===== config.mk =====
export PLATFORM = sky130hd
export DESIGN_NAME = binary_gcd_core
export DESIGN_NICKNAME = d
export VERILOG_FILES = /design/src/design/bgcd_pkg.sv /design/src/design/bgcd_cell.sv /design/src/design/binary_gcd_core.sv
export SDC_FILE = /design/constraint.sdc
export NUM_CORES = 1
export LEC_CHECK = 0
export BUFFER_PORTS_ARGS = -buffer_cell sky130_fd_sc_hd__buf_4
export CELL_PAD_IN_SITES_DETAIL_PLACEMENT = 1
export CELL_PAD_IN_SITES_GLOBAL_PLACEMENT = 1
export CORE_ASPECT_RATIO = 1.2
export CORE_MARGIN = 8
export CORE_UTILIZATION = 31
export DETAILED_ROUTE_END_ITERATION = 10
export PLACE_DENSITY = 0.66
export SYNTH_ARGS = -nofsm -noshare
export SYNTH_HDL_FRONTEND = slang
export SYNTH_SLANG_ARGS = --single-unit

===== constraint.sdc =====
create_clock -name clk_i -period 9.9 [get_ports clk_i]
set_input_delay 2.475 -clock clk_i [delete_from_list [all_inputs] [get_ports clk_i]]
set_output_delay 2.475 -clock clk_i [all_outputs]
set_load 0.005 [all_outputs]

===== src/design/bgcd_pkg.sv =====
// Shared types and constants for the binary GCD core.
// No dependencies; used by bgcd_cell and binary_gcd_core.
package bgcd_pkg;

  // Operand width; the cell row has one cell per bit.
  localparam int unsigned DATA_WIDTH = 32;
  // Width of the count of common factors of two, which is at most DATA_WIDTH - 1.
  localparam int unsigned CNT_W = $clog2(DATA_WIDTH);

  // Operation broadcast to every cell in the row.
  typedef enum logic [2:0] {
    OP_HOLD   = 3'd0,
    OP_LOAD   = 3'd1,
    OP_SHR_AB = 3'd2,
    OP_SHR_A  = 3'd3,
    OP_SHR_B  = 3'd4,
    OP_SUB    = 3'd5,
    OP_SHL_A  = 3'd6
  } op_e;

  // Control word shared by all cells.
  typedef struct packed {
    op_e  op;
    logic swap;
  } cell_ctrl_t;

  // Sequencer states, one-hot.
  typedef enum logic [6:0] {
    ST_IDLE = 7'b0000001,
    ST_CHK  = 7'b0000010,
    ST_TWOS = 7'b0000100,
    ST_ODDA = 7'b0001000,
    ST_LOOP = 7'b0010000,
    ST_SHL  = 7'b0100000,
    ST_DONE = 7'b1000000
  } state_e;

endpackage


===== src/design/bgcd_cell.sv =====
// One bit slice of the GCD datapath: holds one bit of each operand.
// Depends on bgcd_pkg for the operation code and control struct.
module bgcd_cell (
  input  logic                clk_i,
  input  bgcd_pkg::cell_ctrl_t ctrl_i,
  input  logic                load_a_i,
  input  logic                load_b_i,
  input  logic                a_up_i,
  input  logic                b_up_i,
  input  logic                a_dn_i,
  input  logic                bor_ba_i,
  input  logic                bor_ab_i,
  output logic                a_o,
  output logic                b_o,
  output logic                bor_ba_o,
  output logic                bor_ab_o
);

  logic a_q, a_d;
  logic b_q, b_d;
  logic diff_ba, diff_ab;

  // Ripple borrow for both b - a and a - b.
  assign diff_ba  = b_q ^ a_q ^ bor_ba_i;
  assign bor_ba_o = (~b_q & a_q) | (~(b_q ^ a_q) & bor_ba_i);
  assign diff_ab  = a_q ^ b_q ^ bor_ab_i;
  assign bor_ab_o = (~a_q & b_q) | (~(a_q ^ b_q) & bor_ab_i);

  // Next bit for the broadcast operation.
  always_comb begin
    a_d = a_q;
    b_d = b_q;
    case (ctrl_i.op)
      bgcd_pkg::OP_LOAD: begin
        a_d = load_a_i;
        b_d = load_b_i;
      end
      bgcd_pkg::OP_SHR_AB: begin
        a_d = a_up_i;
        b_d = b_up_i;
      end
      bgcd_pkg::OP_SHR_A: a_d = a_up_i;
      bgcd_pkg::OP_SHR_B: b_d = b_up_i;
      bgcd_pkg::OP_SUB: begin
        if (ctrl_i.swap) begin
          a_d = b_q;
          b_d = diff_ab;
        end else begin
          b_d = diff_ba;
        end
      end
      bgcd_pkg::OP_SHL_A: a_d = a_dn_i;
      default: begin
        a_d = a_q;
        b_d = b_q;
      end
    endcase
  end

  always_ff @(posedge clk_i) begin
    a_q <= a_d;
    b_q <= b_d;
  end

  assign a_o = a_q;
  assign b_o = b_q;

endmodule


===== src/design/binary_gcd_core.sv =====
// Binary (Stein) GCD core: a row of bit cells driven by a small sequencer.
// Depends on bgcd_pkg and bgcd_cell.
//
// Usage: an operand pair is one transaction on the input channel
// (in_valid_i / in_ready_o with operand_a_i, operand_b_i); the gcd is one
// transaction on the output channel (out_valid_o / out_ready_i, gcd_value_o).
// One pair is worked at a time; in_ready_o is high only while the sequencer
// is idle. Each cycle applies at most one load, shift or compare-and-subtract across
// the whole row, with the borrow rippling through the cells.
// The time from the accepting edge to out_valid_o is data dependent: it is
// shortest when an operand is zero and otherwise grows with the shift and
// subtract steps and the common twos. The sequencer passes through idle
// before the next pair is taken, so pairs never overlap in the row.
// The iteration counts of the shift and shift/subtract loops set the rate.
// The result sits in an output register, so a new pair is taken as soon as
// the result is parked there, even while the receiver stalls; a second
// result waits in the row until the register frees up.
// Reset clears the sequencer and the output valid flag; operand bits are
// not reset.
module binary_gcd_core (
  input  logic                                 clk_i,
  input  logic                                 rst_ni,
  input  logic                                 in_valid_i,
  output logic                                 in_ready_o,
  input  logic [bgcd_pkg::DATA_WIDTH-1:0]      operand_a_i,
  input  logic [bgcd_pkg::DATA_WIDTH-1:0]      operand_b_i,
  output logic                                 out_valid_o,
  input  logic                                 out_ready_i,
  output logic [bgcd_pkg::DATA_WIDTH-1:0]      gcd_value_o
);

  localparam int unsigned W = bgcd_pkg::DATA_WIDTH;

  bgcd_pkg::state_e          state_q, state_d;
  logic [bgcd_pkg::CNT_W-1:0] cnt_q, cnt_d;
  logic                       from_b_q, from_b_d;
  logic                       out_valid_q, out_valid_d;
  logic [W-1:0]               out_q, out_d;
  bgcd_pkg::cell_ctrl_t       ctrl;
  logic [W-1:0]               a_vec, b_vec;
  logic [W:0]                 bor_ba, bor_ab;
  logic                       a_zero, b_zero;

  // Row of cells; bit 0 is the least significant.
  assign bor_ba[0] = 1'b0;
  assign bor_ab[0] = 1'b0;
  for (genvar i = 0; i < W; i++) begin : g_cell
    bgcd_cell u_cell (
      .clk_i    (clk_i),
      .ctrl_i   (ctrl),
      .load_a_i (operand_a_i[i]),
      .load_b_i (operand_b_i[i]),
      .a_up_i   ((i == W - 1) ? 1'b0 : a_vec[(i + 1) % W]),
      .b_up_i   ((i == W - 1) ? 1'b0 : b_vec[(i + 1) % W]),
      .a_dn_i   ((i == 0) ? 1'b0 : a_vec[(i + W - 1) % W]),
      .bor_ba_i (bor_ba[i]),
      .bor_ab_i (bor_ab[i]),
      .a_o      (a_vec[i]),
      .b_o      (b_vec[i]),
      .bor_ba_o (bor_ba[i+1]),
      .bor_ab_o (bor_ab[i+1])
    );
  end

  assign a_zero = (a_vec == '0);
  assign b_zero = (b_vec == '0);

  // Sequencer: picks one row operation per cycle.
  always_comb begin
    state_d     = state_q;
    cnt_d       = cnt_q;
    from_b_d    = from_b_q;
    out_valid_d = out_valid_q & ~out_ready_i;
    out_d       = out_q;
    ctrl.op     = bgcd_pkg::OP_HOLD;
    ctrl.swap   = bor_ba[W];
    case (state_q)
      bgcd_pkg::ST_IDLE: begin
        if (in_valid_i) begin
          ctrl.op = bgcd_pkg::OP_LOAD;
          cnt_d   = '0;
          state_d = bgcd_pkg::ST_CHK;
        end
      end
      bgcd_pkg::ST_CHK: begin
        from_b_d = a_zero;
        if (a_zero || b_zero) begin
          state_d = bgcd_pkg::ST_DONE;
        end else begin
          state_d = bgcd_pkg::ST_TWOS;
        end
      end
      bgcd_pkg::ST_TWOS: begin
        if (!(a_vec[0] | b_vec[0])) begin
          ctrl.op = bgcd_pkg::OP_SHR_AB;
          cnt_d   = cnt_q + 1'b1;
        end else begin
          state_d = bgcd_pkg::ST_ODDA;
        end
      end
      bgcd_pkg::ST_ODDA: begin
        if (!a_vec[0]) begin
          ctrl.op = bgcd_pkg::OP_SHR_A;
        end else begin
          state_d = bgcd_pkg::ST_LOOP;
        end
      end
      bgcd_pkg::ST_LOOP: begin
        if (b_zero) begin
          state_d = bgcd_pkg::ST_SHL;
        end else if (!b_vec[0]) begin
          ctrl.op = bgcd_pkg::OP_SHR_B;
        end else begin
          ctrl.op = bgcd_pkg::OP_SUB;
        end
      end
      bgcd_pkg::ST_SHL: begin
        if (cnt_q != '0) begin
          ctrl.op = bgcd_pkg::OP_SHL_A;
          cnt_d   = cnt_q - 1'b1;
        end else begin
          state_d = bgcd_pkg::ST_DONE;
        end
      end
      bgcd_pkg::ST_DONE: begin
        if (!out_valid_q || out_ready_i) begin
          out_valid_d = 1'b1;
          out_d       = from_b_q ? b_vec : a_vec;
          state_d     = bgcd_pkg::ST_IDLE;
        end
      end
      default: state_d = bgcd_pkg::ST_IDLE;
    endcase
  end

  always_ff @(posedge clk_i or negedge rst_ni) begin
    if (!rst_ni) begin
      state_q     <= bgcd_pkg::ST_IDLE;
      cnt_q       <= '0;
      from_b_q    <= 1'b0;
      out_valid_q <= 1'b0;
    end else begin
      state_q     <= state_d;
      cnt_q       <= cnt_d;
      from_b_q    <= from_b_d;
      out_valid_q <= out_valid_d;
    end
  end

  always_ff @(posedge clk_i) begin
    out_q <= out_d;
  end

  assign in_ready_o  = (state_q == bgcd_pkg::ST_IDLE);
  assign out_valid_o = out_valid_q;
  assign gcd_value_o = out_q;

  // The first operand stays odd throughout the subtract loop.
  a_odd_in_loop: assert property (@(posedge clk_i) disable iff (!rst_ni)
    (state_q == bgcd_pkg::ST_LOOP) |-> a_vec[0])
    else $error("operand a even inside subtract loop");

  // A swapping subtract moves the old b into a.
  swap_moves_b: assert property (@(posedge clk_i) disable iff (!rst_ni)
    (ctrl.op == bgcd_pkg::OP_SUB && ctrl.swap) |=> (a_vec == $past(b_vec)))
    else $error("swap did not move b into a");

  // The common-twos count never reaches the word width.
  cnt_bound: assert property (@(posedge clk_i) disable iff (!rst_ni)
    (state_q == bgcd_pkg::ST_TWOS) |-> (32'(cnt_q) < W))
    else $error("common twos count overflow");

  // A subtract is only issued with both operands odd.
  sub_odd: assert property (@(posedge clk_i) disable iff (!rst_ni)
    (ctrl.op == bgcd_pkg::OP_SUB) |-> (a_vec[0] && b_vec[0]))
    else $error("subtract issued on an even operand");

endmodule


==> results of run 1 <==
==> cells by family (layout without fill, tap and decap cells) <==
logic type | after synthesis | after routing | share of synthesized area, %
compound gates | 332 | 332 | 25.30
simple gates | 256 | 256 | 14.49
buf+inv | 120 | 201 | 5.676
flops | 110 | 110 | 39.23
fa+ha+maj | 68 | 68 | 10.41
xor+xnor | 30 | 30 | 3.187
mux | 13 | 13 | 1.700
==> placed cells by master, fill, tap and decap left out, drive strengths merged, types with 6 or more instances in the layout <==
master,n
o21ai,116
nand4,8
inv,74
nor3,16
ha,67
or3,9
edfxtp,96
o21a,10
mux2i,8
a21o,25
clkbuf,15
nor2,63
xnor2,20
nand2,92
o31ai,6
nor4,17
a22oi,59
nand3,24
buf,111
a21oi,71
dfrtp,13
xor2,10
==> registers in the layout, indices dropped and copies added, names as in the netlist <==
signal and count:
cnt_q 5, from_b_q 1, g_cell.u_cell.a_o 32, g_cell.u_cell.b_o 32
gcd_value_o 32, out_valid_o 1, state_q 7
==> critical path, stage by stage <==
cell,delay (ns)
buf_4,0.11
nand2_1,0.11
nand2_1,0.16
nor3_4,0.18
buf_4,0.39
nor2_2,0.07
nand2_1,0.60
buf_4,0.39
==> power by group <==
group	switching (uW)	total, uW	internal (uW)
logic	766	1280	514
registers	154	806	652
clock network	178	388	210
==> synthesized netlist by cell type, types with 3 or more instances <==
master,number
buf_2,5
nor2_1,62
or4_1,3
nor3b_1,3
mux2_2,4
nand4_1,8
a211oi_1,4
xor2_1,10
clkbuf_1,36
a211o_1,5
xnor2_1,20
or3_1,8
inv_1,74
ha_1,67
buf_1,3
a21o_1,21
a31oi_1,3
o21bai_1,3
or2_2,5
a21o_2,4
mux2i_1,8
nand3_1,24
o21a_1,10
a22oi_1,58
o31ai_1,6
o21ai_0,116
nand2b_1,3
a21oi_1,70
o22ai_1,4
nor4_1,17
nor2b_1,3
o211ai_1,4
nor3_1,14
nand3b_1,3
edfxtp_1,96
dfrtp_1,13
nand2_1,92
==> routing by layer <==
metal  up-vias  wire length (um)  GRT usage [%]
li1       3559                 -              -
met1      3591             12380          21.75
met2       142             13760          29.75
met3        36               945          2.304
met4         0               705          5.582
met5         -                 0              0
==> worst paths after layout <==
| check | slack (ns) | endpoint | startpoint | cells after the start |
|---|---|---|---|---|
| min | 0.49 | cnt_q[4]$_DFFE_PN0P_ | cnt_q[4]$_DFFE_PN0P_ | 1 |
| max reg2reg | 5.60 | g_cell[23].u_cell.b_o$_DFFE_PP_ | g_cell[1].u_cell.b_o$_DFFE_PP_ | 12 |
| min in group asynchronous | 1.96 | state_q[6]$_DFFE_PN0P_ | rst_ni | 1 |
| max | 5.45 | g_cell[1].u_cell.b_o$_DFFE_PP_ | in_valid_i | 8 |
| max in group asynchronous | 7.70 | state_q[0]$_DFFE_PN1P_ | rst_ni | 1 |
| min reg2reg | 0.49 | cnt_q[4]$_DFFE_PN0P_ | cnt_q[4]$_DFFE_PN0P_ | 1 |
==> area by class of cell <==
type                            instances  area, um^2
Inverter                               74       277.8
Multi-Input combinational cell        699        4573
Clock inverter                          1       8.758
Sequential cell                       110        3236
Timing Repair Buffer                  111       833.3
Tap cell                              335       419.2
Fill cell                            3102       16620
Clock buffer                           15       300.3
==> through the flow <==
step	setup slack, ns	area [um^2]	util, %
after global routing	5.273	9648	36.73
after detailed placement	5.068	9339	35.55
after global placement	5.154	9339	35.55
after floorplan	5.163	8244	-
after CTS	5.439	9648	36.73
final	5.445	9648	36.73
==> out/results.ini, run 1 <==
[global_route]
antenna_found_initial=0
grt.overflow.total=0
grt_max_degree=96
grt_pass1_vias=7769
track_usage_pct=17.29
grt_first_pass_wirelength_um=44080

[yosys]
synth_edf_count=96
syn_area_mm2=0.008244
yosysWarnings=0
ys_async_sr_fraction_pct=12.73
syn_nets=1065
netlist.area_leader.share_pct=34.97
seq_area_frac_synth_pct=39.23
avgSynthCellArea_um2=8.874
synth_area_leaders=edfxtp_1 35%, ha_1 10%, o21ai_0 7.0%, a22oi_1 5.3%, a21oi_1 4.2%
synth_cell_types=71
synth.largest_area_cell=edfxtp_1
ys_ff_latch=110
ys.flop_type=edfxtp_1
synth_cells=929

[sta]
final_max_slew_viol_count=0
hold_ws_ns=0.4921
max_freq_mhz=224.5
grt_setup_unrepaired=false
tns_ns=0
period_minus_slack_ns=4.455
hold_viol=0
setup_viol_count_final=0
fin_skew_ns=0.009538
maxSlewHeadroom_pct=29.07
worst_slew_pin_slew_ns=1.062
period_share_pct=45.00

[floorplan]
die_h_um=194.6
start_util_pct=31.38
dieArea_mm2=0.03209
die_w_um=164.9
core_mm2=0.02627
ios=102
row_count=65

[drt]
via_per_inst=5.448
wl_per_cell_um=20.66
vias=7328
drtAntennaViolNets=0
post-route-drc-count=0
wl_um=27790
drt-initial-drc-count=398
drt_first_pass_iters=5

[cts]
post_cts_buffers=0
clk_latency_ns=0.35
clock-sinks=110
cts.clk_slew.worst_paths_ns=0.08
numCtsBuffers=9
h-tree-depth=3
cts_tree=built
cts_buffer_depth=2
postCtsHoldBufs=0
clock_tree.root_cell=clkbuf_16
cts_resized=0

[run_status]
status=complete, no violations

[critical_path]
crit_required_ns=9.94
cp_data_arrival_time_ns=4.50
end_kind=flop
critPathKind=in -> reg
crit_path_max_fanout=34
crit_path_start_kind=input port

[final_layout]
area_growth_pct=17.03
final_net_count=1141
diodes=0
final-instance-count-excl-fill=1345
final_layout_size_suffix_gt1_share_pct=15.45

[power_and_ir_drop]
power_uw=2474
ir_drop_mv=0.09117
p_leak_uw=0.003988
power_density_mw_per_mm2=256.4

[hold_path]
hold_path_class=reg -> reg

[placement]
dp_cells=1329
gp_congestion=0.8334
io_buffers=101
hpwl_um=20160

[job]
cap_violations=0

(Power assumes the default switching activity.)
==> run 2, diff against run 1 <==
Settings changed: PLACE_DENSITY 0.66 to 0.69.
Clock period 9.9 ns to 3.7 ns, I/O delays scaled along.
==> run 2 against run 1 <==
  * Non-clock buffer count is 47 higher
  * Sequential power grew to 2.6 times the previous value
  * Sequential share of layout area is 1.4 points lower
  * Routed wire length is 2.9% higher
  * Critical endpoint is now g_cell[30].u_cell.b_o$_DFFE_PP_
  * Highest routed layer unchanged
==> out/results.ini, run 2 (synthesis gave the netlist of run 1 again) <==
[run_status]
status=complete, no violations

[final_layout]
final_common_cell=buf_4
final_net_count=1188
nFillCells=3097
diodes=0
final_cell_mix=156 x buf_4, 114 x o21ai_0, 96 x edfxtp_1
final_layout_size_suffix_gt1_share_pct=19.58
area_growth_pct=22.17
fin_area_mm2=0.01007

[cts]
clock-sinks=110
clock_tree.root_cell=clkbuf_16
postCtsHoldBufs=0
cts.clk_slew.worst_paths_ns=0.08
h-tree-depth=3
numCtsBuffers=9
cts_buffer_depth=2
cts_tree=built
clk_latency_ns=0.38

[global_route]
grt_max_degree=65
grt.overflow.total=0
grt_first_pass_wirelength_um=44790
antenna_found_initial=0
track_usage_pct=17.92
grt_pass1_vias=8039

[floorplan]
core_mm2=0.02627
die_h_um=194.6
row_count=65
ios=102
die_w_um=164.9
dieArea_mm2=0.03209
start_util_pct=31.38

[drt]
vias=7554
post-route-drc-count=0
via_per_inst=5.427
maxUsedRoutingLayer=met4
wl_um=28590
wl_met2_um=14140
drtAntennaViolNets=0
drt_first_pass_iters=4
wl_per_cell_um=20.54
dr_wl_met3_um=1184
wl_met1_um=12750
drt-initial-drc-count=408

[sta]
hold_ws_ns=0.3827
fin_skew_ns=0.01141
maxSlewHeadroom_pct=28.64
final_max_slew_viol_count=0
period_minus_slack_ns=3.508
setup_viol_count_final=0
max_freq_mhz=285.0
worst_slew_pin_slew_ns=1.070
tns_ns=0
grt_setup_unrepaired=false
hold_viol=0
period_share_pct=94.82

[critical_path]
crit_family=compound AO/OA/AOI/OAI gates
cpPeakStageDelay_ns=0.47
crit_chain=inv_1, ha_1, a21o_1, a211o_1, or4_1, o22a_2, o2111a_1, a311o_2, a21oi_1, a21oi_1, xnor2_1, o21ai_0
cp_data_arrival_time_ns=3.60
critPathKind=reg -> reg
path_common_cell=a21oi_1
crit_path_max_fanout=6
end_kind=flop
path_buf_inv=1
cp_slowest_cell=edfxtp_1
crit_path_start_kind=flop
crit_required_ns=3.80

[power_and_ir_drop]
power_density_mw_per_mm2=691.8
power_uw=6968
p_switching_uw=3050
p_sw_share_pct=43.77
clockPowerShare_pct=16.0
combPwrFrac_pct=54.2
p_seq_share_pct=29.8
intPower_uw=3918
ir_drop_mv=0.2389
p_leak_uw=0.004252

[hold_path]
hold_path_class=in -> async

[placement]
placed_cell_area_mm2=0.009702
hpwl_um=21830
io_buffers=101
gp_congestion=0.8684

[job]
cap_violations=0

[run 2: worst paths after layout]
check	startpoint	endpoint	slack [ns]	cells past startpoint
max in group asynchronous	rst_ni	state_q[0]$_DFFE_PN1P_	3.08	1
min in group clk_i	cnt_q[4]$_DFFE_PN0P_	cnt_q[4]$_DFFE_PN0P_	0.50	1
setup / recovery	g_cell[12].u_cell.b_o$_DFFE_PP_	g_cell[30].u_cell.b_o$_DFFE_PP_	0.19	12
hold / removal	rst_ni	state_q[3]$_DFFE_PN0P_	0.38	1
setup reg to reg	g_cell[12].u_cell.b_o$_DFFE_PP_	g_cell[30].u_cell.b_o$_DFFE_PP_	0.19	12
hold reg to reg	cnt_q[4]$_DFFE_PN0P_	cnt_q[4]$_DFFE_PN0P_	0.50	1
[run 2: metrics by stage]
| stage | setup WS, ns | utilization [%] | std cells |
|---|---|---|---|
| floorplan | 0.02590 | - | 929 |
| global placement | 0.1775 | 36.93 | 1374 |
| detailed placement | 0.1453 | 36.93 | 1374 |
| CTS | 0.1120 | 38.20 | 1390 |
| global route | 0.01722 | 38.34 | 1392 |
| finish | 0.1917 | 38.34 | 1392 |
[run 2: worst reg2reg max path: cells and delay by family, from the launching register on]
| family | cells | cell delay (ns) |
|---|---|---|
| flip-flops | 1 | 0.47 |
| AND/OR/NAND/NOR | 1 | 0.41 |
| buffers and inverters | 1 | 0.07 |
| XOR/XNOR | 1 | 0.15 |
| adder cells (fa/ha/maj) | 1 | 0.31 |
| AO/OA/AOI/OAI | 8 | 1.82 |
[run 2: timing repair]
item | 4_1_cts | 5_1_grt
endpoints found under the setup margin | 0 | 46
buffers inserted | 0 | 2
gates resized for setup | 0 | 5
[run 2: cell type report]
type	instances	area (um^2)	share of cell area, %
Clock inverter	5	58.81	0.5838
Tap cell	335	419.2	4.161
Timing Repair Buffer	158	1211	12.02
Sequential cell	110	3236	32.12
Clock buffer	11	275.3	2.733
Multi-Input combinational cell	699	4594	45.61
Inverter	74	277.8	2.758
[run 2: metal layers]
metal,up-vias,track usage [%]
met5,-,0
met4,0,5.582
met3,30,3.108
met2,150,30.66
met1,3706,22.35
li1,3668,-
[run 2: power groups by stage]
stage	Combinational, uW	Sequential (uW)	Clock, uW
finish	3780	2070	1120
global route	4150	2120	1180
global placement	3660	2090	0
CTS	3740	2080	1150
detailed placement	3710	2100	0
floorplan	2540	2010	0
